## src/rtl/mts_pkg.sv

```systemverilog
// Package for the multi-timer scheduler: shared types, codes and defaults.
// Used by mts_ctrl, mts_dp and multi_timer_scheduler_unit; no dependencies.
`default_nettype none
package mts_pkg;

    localparam int NUM_TIMERS_DEF = 16;
    localparam int TIME_BITS_DEF  = 48;
    localparam int ID_BITS_DEF    = 16;

    // Operation codes of an input transaction
    localparam logic [1:0] OP_TICK   = 2'd0;
    localparam logic [1:0] OP_SCHED  = 2'd1;
    localparam logic [1:0] OP_CANCEL = 2'd2;
    localparam logic [1:0] OP_CLEAR  = 2'd3;

    // Result event kinds
    typedef enum logic [2:0] {
        EV_TICK_IDLE = 3'd0,
        EV_FIRED     = 3'd1,
        EV_SCHEDULED = 3'd2,
        EV_FULL      = 3'd3,
        EV_CANCELLED = 3'd4,
        EV_NOT_FOUND = 3'd5,
        EV_CLEARED   = 3'd6
    } t_event;

    typedef struct packed {
        logic [1:0]  operation;
        logic [31:0] delay_ticks;
        logic [31:0] interval_ticks;
        logic [31:0] payload_tag;
        logic [15:0] cancel_id;
    } t_in;

    typedef struct packed {
        logic [2:0]  event_kind;
        logic [15:0] timer_ident;
        logic [31:0] tag_out;
        logic        rearmed;
        logic [4:0]  timers_active;
        logic        last;
    } t_result;

    // Kind of slot scan the datapath runs
    typedef enum logic [1:0] {
        SC_FREE,
        SC_FIND,
        SC_MARK,
        SC_SEL
    } t_scan;

    typedef struct packed {
        logic  accept;
        logic  scan_start;
        t_scan scan_kind;
        logic  do_sched;
        logic  do_cancel;
        logic  do_quiet;
        logic  do_read;
        logic  do_fire;
    } t_dp_cmd;

    typedef struct packed {
        logic scan_done;
        logic hit;
        logic due_any;
        logic last_due;
    } t_dp_status;

    typedef enum logic [3:0] {
        S_IDLE,
        S_FREE,
        S_FIND,
        S_MARK,
        S_CHECK,
        S_SEL,
        S_SCHED,
        S_CANCEL,
        S_READ,
        S_FIRE
    } t_state;

endpackage
`default_nettype wire

```

## src/rtl/mts_ctrl.sv

```systemverilog
// Controller state machine of the multi-timer scheduler.
// Depends on mts_pkg; drives mts_dp through command and status structs.
`default_nettype none
module mts_ctrl (
    input  wire logic                i_clk,
    input  wire logic                i_rst_n,
    input  wire logic                i_start,
    input  wire logic [1:0]          i_op,
    input  wire mts_pkg::t_dp_status i_status,
    output mts_pkg::t_dp_cmd         o_cmd,
    output logic                     o_busy
);
    import mts_pkg::*;

    t_state r_state, n_state;

    // Hold state
    always_ff @(posedge i_clk) begin
        if (!i_rst_n) begin
            r_state <= S_IDLE;
        end else begin
            r_state <= n_state;
        end
    end

    // Sequence scans and actions
    always_comb begin
        n_state = r_state;
        o_cmd   = '0;
        o_cmd.scan_kind = SC_FREE;
        o_busy  = 1'b1;
        unique case (r_state)
            S_IDLE: begin
                o_busy = 1'b0;
                if (i_start) begin
                    o_cmd.accept = 1'b1;
                    unique case (i_op)
                        OP_TICK: begin
                            o_cmd.scan_start = 1'b1;
                            o_cmd.scan_kind  = SC_MARK;
                            n_state = S_MARK;
                        end
                        OP_SCHED: begin
                            o_cmd.scan_start = 1'b1;
                            o_cmd.scan_kind  = SC_FREE;
                            n_state = S_FREE;
                        end
                        OP_CANCEL: begin
                            o_cmd.scan_start = 1'b1;
                            o_cmd.scan_kind  = SC_FIND;
                            n_state = S_FIND;
                        end
                        default: n_state = S_IDLE;
                    endcase
                end
            end
            S_FREE:   if (i_status.scan_done) n_state = S_SCHED;
            S_FIND:   if (i_status.scan_done) n_state = S_CANCEL;
            S_MARK:   if (i_status.scan_done) n_state = S_CHECK;
            S_SEL:    if (i_status.scan_done) n_state = S_READ;
            S_SCHED: begin
                o_cmd.do_sched = 1'b1;
                n_state = S_IDLE;
            end
            S_CANCEL: begin
                o_cmd.do_cancel = 1'b1;
                n_state = S_IDLE;
            end
            S_CHECK: begin
                if (i_status.due_any) begin
                    o_cmd.scan_start = 1'b1;
                    o_cmd.scan_kind  = SC_SEL;
                    n_state = S_SEL;
                end else begin
                    o_cmd.do_quiet = 1'b1;
                    n_state = S_IDLE;
                end
            end
            S_READ: begin
                o_cmd.do_read = 1'b1;
                n_state = S_FIRE;
            end
            S_FIRE: begin
                o_cmd.do_fire = 1'b1;
                if (i_status.last_due) begin
                    n_state = S_IDLE;
                end else begin
                    o_cmd.scan_start = 1'b1;
                    o_cmd.scan_kind  = SC_SEL;
                    n_state = S_SEL;
                end
            end
            default: n_state = S_IDLE;
        endcase
    end

endmodule
`default_nettype wire

```

## src/rtl/mts_dp.sv

```systemverilog
// Datapath of the multi-timer scheduler: slot memories, scan unit, results.
// Depends on mts_pkg; commanded by mts_ctrl.
`default_nettype none
module mts_dp #(
    parameter int NUM_TIMERS = mts_pkg::NUM_TIMERS_DEF,
    parameter int TIME_BITS  = mts_pkg::TIME_BITS_DEF,
    parameter int ID_BITS    = mts_pkg::ID_BITS_DEF
) (
    input  wire logic                i_clk,
    input  wire logic                i_rst_n,
    input  wire mts_pkg::t_in        i_item,
    input  wire mts_pkg::t_dp_cmd    i_cmd,
    output mts_pkg::t_dp_status      o_status,
    output logic                     o_strobe,
    output mts_pkg::t_result         o_result
);
    import mts_pkg::*;

    localparam int IW = (NUM_TIMERS > 1) ? $clog2(NUM_TIMERS) : 1;
    localparam int CW = $clog2(NUM_TIMERS + 1);
    localparam int MW = (ID_BITS > 16) ? ID_BITS : 16;
    localparam logic [IW-1:0] LAST_IDX = IW'(NUM_TIMERS - 1);

    // Slot memories
    logic [TIME_BITS-1:0] m_fire  [NUM_TIMERS];
    logic [31:0]          m_intv  [NUM_TIMERS];
    logic [ID_BITS-1:0]   m_ident [NUM_TIMERS];
    logic [31:0]          m_tag   [NUM_TIMERS];

    logic [TIME_BITS-1:0] r_rd_fire;
    logic [31:0]          r_rd_intv;
    logic [ID_BITS-1:0]   r_rd_ident;
    logic [31:0]          r_rd_tag;

    logic [TIME_BITS-1:0] r_time;
    logic [ID_BITS-1:0]   r_next_id;
    logic [NUM_TIMERS-1:0] r_valid;
    logic [NUM_TIMERS-1:0] r_due;
    logic [CW-1:0]        r_count;
    logic [CW-1:0]        r_due_cnt;
    t_in                  r_in;
    t_scan                r_kind;
    logic [IW-1:0]        r_idx;
    logic                 r_issue;
    logic                 r_p_v;
    logic [IW-1:0]        r_p_idx;
    logic                 r_hit;
    logic [IW-1:0]        r_hit_idx;
    logic [TIME_BITS-1:0] r_best_d;
    logic                 r_strobe;
    t_result              r_out;

    logic [IW-1:0]        rd_addr;
    logic [TIME_BITS-1:0] late;
    logic                 p_valid;
    logic                 p_due;
    logic                 take;
    logic                 per;

    assign rd_addr = i_cmd.do_read ? r_hit_idx : r_idx;
    assign late    = r_time - r_rd_fire;
    assign p_valid = r_valid[r_p_idx];
    assign p_due   = p_valid && !late[TIME_BITS-1];
    assign per     = (r_rd_intv != 32'd0);

    // Decide whether the slot in the evaluate stage wins this scan
    always_comb begin
        take = 1'b0;
        unique case (r_kind)
            SC_FREE: take = !r_hit && !p_valid;
            SC_FIND: take = !r_hit && p_valid &&
                            (MW'(r_rd_ident) == MW'(r_in.cancel_id));
            SC_MARK: take = 1'b0;
            SC_SEL:  take = r_due[r_p_idx] && (!r_hit || (late > r_best_d));
            default: take = 1'b0;
        endcase
    end

    assign o_status.scan_done = r_p_v && (r_p_idx == LAST_IDX);
    assign o_status.hit       = r_hit;
    assign o_status.due_any   = (r_due_cnt != '0);
    assign o_status.last_due  = (r_due_cnt == CW'(1));

    // Read and write slot memories
    always_ff @(posedge i_clk) begin
        r_rd_fire  <= m_fire[rd_addr];
        r_rd_intv  <= m_intv[rd_addr];
        r_rd_ident <= m_ident[rd_addr];
        r_rd_tag   <= m_tag[rd_addr];
        if (i_cmd.do_sched && r_hit) begin
            m_fire[r_hit_idx]  <= r_time + TIME_BITS'(r_in.delay_ticks);
            m_intv[r_hit_idx]  <= r_in.interval_ticks;
            m_ident[r_hit_idx] <= r_next_id;
            m_tag[r_hit_idx]   <= r_in.payload_tag;
        end else if (i_cmd.do_fire && per) begin
            m_fire[r_hit_idx] <= r_rd_fire + TIME_BITS'(r_rd_intv);
        end
    end

    // Latch the transaction and track the scan winner
    always_ff @(posedge i_clk) begin
        if (i_cmd.accept) begin
            r_in <= i_item;
        end
        r_p_idx <= r_idx;
        if (i_cmd.scan_start) begin
            r_kind <= i_cmd.scan_kind;
            r_hit  <= 1'b0;
        end else if (r_p_v && take) begin
            r_hit     <= 1'b1;
            r_hit_idx <= r_p_idx;
            r_best_d  <= late;
        end
    end

    // Control state: time, ids, valid and due bits, scan counter, result
    always_ff @(posedge i_clk) begin
        if (!i_rst_n) begin
            r_time    <= '0;
            r_next_id <= '0;
            r_valid   <= '0;
            r_due     <= '0;
            r_count   <= '0;
            r_due_cnt <= '0;
            r_idx     <= '0;
            r_issue   <= 1'b0;
            r_p_v     <= 1'b0;
            r_strobe  <= 1'b0;
            r_out     <= '0;
        end else begin
            r_strobe <= 1'b0;
            r_p_v    <= r_issue;
            // advance the scan address
            if (i_cmd.scan_start) begin
                r_idx   <= '0;
                r_issue <= 1'b1;
                if (i_cmd.scan_kind == SC_MARK) begin
                    r_due_cnt <= '0;
                end
            end else if (r_issue) begin
                if (r_idx == LAST_IDX) begin
                    r_issue <= 1'b0;
                end else begin
                    r_idx <= r_idx + 1'b1;
                end
            end
            // mark due slots
            if (r_p_v && (r_kind == SC_MARK)) begin
                r_due[r_p_idx] <= p_due;
                if (p_due) begin
                    r_due_cnt <= r_due_cnt + 1'b1;
                end
            end
            if (i_cmd.accept) begin
                if (i_item.operation == OP_TICK) begin
                    r_time <= r_time + 1'b1;
                end else if (i_item.operation == OP_CLEAR) begin
                    r_valid  <= '0;
                    r_count  <= '0;
                    r_strobe <= 1'b1;
                    r_out    <= '{EV_CLEARED, 16'd0, 32'd0, 1'b0, 5'd0, 1'b1};
                end
            end
            if (i_cmd.do_sched) begin
                r_strobe <= 1'b1;
                if (r_hit) begin
                    r_valid[r_hit_idx] <= 1'b1;
                    r_count   <= r_count + 1'b1;
                    r_next_id <= r_next_id + 1'b1;
                    r_out <= '{EV_SCHEDULED, 16'(r_next_id), 32'd0, 1'b0,
                               5'(r_count + 1'b1), 1'b1};
                end else begin
                    r_out <= '{EV_FULL, 16'd0, 32'd0, 1'b0, 5'(r_count), 1'b1};
                end
            end
            if (i_cmd.do_cancel) begin
                r_strobe <= 1'b1;
                if (r_hit) begin
                    r_valid[r_hit_idx] <= 1'b0;
                    r_count <= r_count - 1'b1;
                    r_out <= '{EV_CANCELLED, r_in.cancel_id, 32'd0, 1'b0,
                               5'(r_count - 1'b1), 1'b1};
                end else begin
                    r_out <= '{EV_NOT_FOUND, 16'd0, 32'd0, 1'b0, 5'(r_count), 1'b1};
                end
            end
            if (i_cmd.do_quiet) begin
                r_strobe <= 1'b1;
                r_out    <= '{EV_TICK_IDLE, 16'd0, 32'd0, 1'b0, 5'(r_count), 1'b1};
            end
            // fire the selected slot: reload or drop it
            if (i_cmd.do_fire) begin
                r_strobe <= 1'b1;
                r_due[r_hit_idx] <= 1'b0;
                r_due_cnt <= r_due_cnt - 1'b1;
                if (per) begin
                    r_out <= '{EV_FIRED, 16'(r_rd_ident), r_rd_tag, 1'b1,
                               5'(r_count), (r_due_cnt == CW'(1))};
                end else begin
                    r_valid[r_hit_idx] <= 1'b0;
                    r_count <= r_count - 1'b1;
                    r_out <= '{EV_FIRED, 16'(r_rd_ident), r_rd_tag, 1'b0,
                               5'(r_count - 1'b1), (r_due_cnt == CW'(1))};
                end
            end
        end
    end

    assign o_strobe = r_strobe;
    assign o_result = r_out;

endmodule
`default_nettype wire

```

## src/rtl/multi_timer_scheduler_unit.sv

```systemverilog
// Top level of the multi-timer scheduler: controller plus datapath.
// Depends on mts_pkg, mts_ctrl and mts_dp.
//
// Usage: drive i_item and raise i_start; the transaction is taken at the
// clock edge where i_start is high and o_busy is low. Results appear on
// o_result, each marked by o_strobe for one cycle; the receiver cannot stall
// them, and the field last marks the final result of a transaction.
// A clear answers in the cycle after it is taken.
// Schedule and cancel scan every slot through the slot memory read port,
// one slot a cycle, and then answer. A tick scans once to mark due slots,
// then runs one selection scan per firing; a tick with no firing answers
// once the marking scan is done.
// o_busy drops in the cycle the last result is shown, so a new transaction
// can be taken while that result is on the ports.
// Reset (synchronous, active low) zeroes time and the id counter and frees
// every slot; slot contents stay undefined until scheduled.
`default_nettype none
module multi_timer_scheduler_unit #(
    parameter int NUM_TIMERS = mts_pkg::NUM_TIMERS_DEF,
    parameter int TIME_BITS  = mts_pkg::TIME_BITS_DEF,
    parameter int ID_BITS    = mts_pkg::ID_BITS_DEF
) (
    input  wire logic             i_clk,
    input  wire logic             i_rst_n,
    input  wire logic             i_start,
    input  wire mts_pkg::t_in     i_item,
    output logic                  o_busy,
    output logic                  o_strobe,
    output mts_pkg::t_result      o_result
);
    import mts_pkg::*;

    t_dp_cmd    cmd;
    t_dp_status status;

    // Sequence each transaction
    mts_ctrl u_ctrl (
        .i_clk    (i_clk),
        .i_rst_n  (i_rst_n),
        .i_start  (i_start),
        .i_op     (i_item.operation),
        .i_status (status),
        .o_cmd    (cmd),
        .o_busy   (o_busy)
    );

    // Hold slots and produce results
    mts_dp #(
        .NUM_TIMERS (NUM_TIMERS),
        .TIME_BITS  (TIME_BITS),
        .ID_BITS    (ID_BITS)
    ) u_dp (
        .i_clk    (i_clk),
        .i_rst_n  (i_rst_n),
        .i_item   (i_item),
        .i_cmd    (cmd),
        .o_status (status),
        .o_strobe (o_strobe),
        .o_result (o_result)
    );

endmodule
`default_nettype wire

```

## config.mk

```make
export PLATFORM = sky130hd
export DESIGN_NAME = multi_timer_scheduler_unit
export DESIGN_NICKNAME = d
export VERILOG_FILES = /design/src/rtl/mts_pkg.sv /design/src/rtl/mts_ctrl.sv /design/src/rtl/mts_dp.sv /design/src/rtl/multi_timer_scheduler_unit.sv
export SDC_FILE = /design/constraint.sdc
export NUM_CORES = 2
export LEC_CHECK = 0
export BUFFER_PORTS_ARGS = -buffer_cell sky130_fd_sc_hd__buf_4
export CAP_MARGIN = 20
export CORE_UTILIZATION = 55
export DETAILED_ROUTE_END_ITERATION = 8
export MAX_ROUTING_LAYER = met4
export PLACE_DENSITY = 0.73
export SKIP_LAST_GASP = 1
export SLEW_MARGIN = 20
export SYNTH_ARGS = -nofsm -noshare
export SYNTH_HDL_FRONTEND = slang
export SYNTH_SLANG_ARGS = --single-unit
```

## constraint.sdc

```tcl
create_clock -name i_clk -period 7.6 [get_ports i_clk]
set_input_delay 1.14 -clock i_clk [delete_from_list [all_inputs] [get_ports i_clk]]
set_output_delay 1.14 -clock i_clk [all_outputs]
set_load 0.005 [all_outputs]
```

==> flow_summary.yaml <==
routing:
  wl_per_cell_um: 27.41
  firstDrtPassIters: 6
  vias: 55400
  drtAntennaViolNets: 0
  via_per_inst: 6.286
  dr.first_iter.drc_count: 5915
  drt_wl_total_mm: 241.6
  post-route-drc-count: 0
synth:
  async_reset_ff_share_pct: 0
  syn_avg_cell_area_um2: 17.24
  synthCells: 5917
  yosysWarnings: 0
  seq_area_frac_synth_pct: 71.24
  syn_area_um2: 102000
  synth_seq_cells: 2522
  syn_nets: 6204
  ys.flop_type: "edfxtp_1"
  synth_edf_count: 2214
  synth_cell_types: 94
global_routing:
  grt_pass1_wl_mm: 358.7
  grt_pass1_vias: 55590
  grt_max_degree: 158
  grt_usage_pct: 26.77
  grt_overflow: 0
  antenna_found_initial: 6
placement:
  dp.cells: 8357
  gp_congestion: 0.9508
  dpl.hpwl_mm: 132.3
  portBuffers: 176
  place_ws_ps: 930.3
critical_path:
  path_cells: "inv_1 -> ha_1 -> inv_1 -> fa_1 -> a211oi_1 -> o21bai_1 -> o21ai_2 -> o211a_1 -> nor4_1 -> o21ai_1 -> o31ai_1 -> o21a_1 -> a21oi_1 -> xnor2_1 -> ha_1 -> nand3_1 -> or4_1 -> or3_1 -> nor3_1 -> nand3_1 -> o41ai_1 -> a21oi_1 -> o31a_2 -> buf_4"
  endpoint_kind: "flip-flop"
  crit_start: "u_dp.r_time[0]"
  crit_type: "reg2reg"
  reg2reg_from: "u_dp.r_time[0]"
  slowest_stage: "nor4_1"
  cp-start-kind: "flip-flop"
  worstPathMaxFanout: 32
  worstPathArrival_ps: 7350
  crit_required_ps: 8150
  slowest_delay_ps: 620
cells_and_area:
  layout-drive-gt1-share_pct: 20.55
  final_cells: 8813
  area_delta_synth_final_pct: 12.38
  nNetsFinal: 6420
cts:
  clock_sinks: 2522
  cts_root_buffer: "clkbuf_16"
  clockBufferDepth: 3
  cts_buffers: 238
  h-tree-depth: 4
  insertion_delay_ps: 900
  postCtsHoldBufs: 0
  cts_tree: "done"
  post-cts-setup-buffers: 0
  post_cts_resized: 0
  clk_pin_slew_ps: 70
floorplanning:
  die_h_um: 432.6
  coreArea_um2: 183700
  dieArea_um2: 187100
  die_w_um: 432.6
  ios: 177
  start_util_pct: 55.52
  num_rows: 157
timing:
  finalHoldViolations: 0
  fmax_ghz: 0.1471
  fin_crit_ps: 6800
  holdWs_ps: 422.1
  tightest_slew_ps: 1120
  tns_ps: 0
  maxSlewHeadroom_pct: 25.35
  finalSetupViolations: 0
  setup_slack_ps: 800.2
  rsz0062_at_grt: "false"
  finClkSkew_ps: 58.67
  fin_crit_sh_pct: 89.47
  final_max_slew_viol_count: 0
run:
  max-cap-violations: 0
run_status:
  run_status: "finished clean"
hold_path:
  min-delay-start: "i_item[37]"
  hold_class: "in2reg"
power:
  p_per_area_nw_per_um2: 258.3
  leakagePower_nw: 38.42
  vdd_drop_max_uv: 246.8
area by class of cell:
cell class                      instances  area [µm²]
Timing Repair Buffer                  274        2420
Clock inverter                        128        1237
Inverter                              151       576.8
Clock buffer                          323        6755
Tap cell                             2464        3083
Fill cell                           12750       69070
Multi-Input combinational cell       2946       27870
Sequential cell                      2522       72650
Antenna cell                            5       12.51
path summary, 6_finish.rpt:
| kind | end | slack (ps) | cells after the start |
|---|---|---|---|
| max | u_dp.r_best_d[3] | 800 | 24 |
| min reg2reg | u_dp.r_p_idx[1] | 440 | 0 |
| min | u_dp.r_in[37] | 420 | 1 |
| max reg2reg | u_dp.r_best_d[3] | 800 | 24 |
kinds of logic after synthesis:
family	share of synthesized area, %
AOI/OAI and AO/OA	5.773
buffers and inverters	1.850
muxes	11.95
xor gates and xnor gates	1.778
adders and majority gates	2.108
DFF	71.24
and+or+nand+nor	5.298
placed cells by master, fill, tap and decap left out, types with 112 or more instances in the layout:
cell       instances
and2_1           145
a211oi_1         142
buf_4            245
dfxtp_1          308
mux4_2           522
nand2_1          450
inv_1            146
nor2_1           172
edfxtp_1        2214
a21oi_1          174
o21ai_0          112
ha_1             167
clkbuf_16        246
a31oi_1          145
xnor2_1          119
per-stage QoR:
stage	cell area [µm²]	power (mW)	utilization [%]
6_report	114600	29.60	62.40
5_1_grt	114600	30.47	62.40
4_1_cts	114500	29.77	62.34
3_5_place_dp	106500	17.98	57.98
3_3_place_gp	106500	17.94	57.97
2_1_floorplan	102000	17.35	-
synth_stat cells (all sizes together) (37+ instances only):
library cell | instances | share of area (%)
a31oi | 146 | 0.90
xnor2 | 119 | 1.0
xor2 | 88 | 0.76
nand3 | 82 | 0.41
a21oi | 185 | 0.92
nand2 | 453 | 1.7
dfxtp | 308 | 6.0
ha | 167 | 2.0
mux4 | 522 | 12
edfxtp | 2214 | 65
and2 | 146 | 0.90
inv | 150 | 0.55
buf | 110 | 0.60
nand4 | 55 | 0.35
o21ai | 133 | 0.66
a211oi | 144 | 1.1
clkbuf | 188 | 0.69
a21o | 68 | 0.50
nor3 | 37 | 0.19
nor2 | 205 | 0.76
state kept, by name (all words and copies together) (netlist names), 5 cells and up:
name and count:
u_dp.m_fire 768, u_dp.m_intv 512, u_dp.m_tag 512, u_dp.m_ident 256
u_dp.r_in 112, u_dp.o_result 58, u_dp.r_best_d 48, u_dp.r_rd_fire 48
u_dp.r_time 48, u_dp.r_rd_intv 32, u_dp.r_rd_tag 32, u_dp.r_due 16
u_dp.r_next_id 16, u_dp.r_rd_ident 16, u_dp.r_valid 16, u_dp.r_count 5
u_dp.r_due_cnt 5
critical path, delay by kind of cell, from the launching register on:
kind	cells	cell delay [ps]
compound gates	11	2640
simple gates	6	2110
fa+ha+maj	3	730
buf+inv	3	410
flops	1	410
xor+xnor	1	170
where the power goes:
part	internal (mW)	switching, mW	total (mW)
sequential	15.5	0.340	15.8
combinational	0.841	1.05	1.89
clock	6.68	5.23	11.9
per-layer routing:
| metal | part of all wire (%) | global-route usage (%) | vias up | wire [µm] |
|---|---|---|---|---|
| met5 | 0 | - | - | 0 |
| met4 | 2.8 | 8.121 | 0 | 6864 |
| met3 | 7.3 | 4.135 | 395 | 17710 |
| met2 | 48 | 41.86 | 2409 | 117100 |
| met1 | 41 | 36.66 | 28700 | 99930 |
| li1 | - | - | 23900 | - |
(Power assumes the default switching activity.)
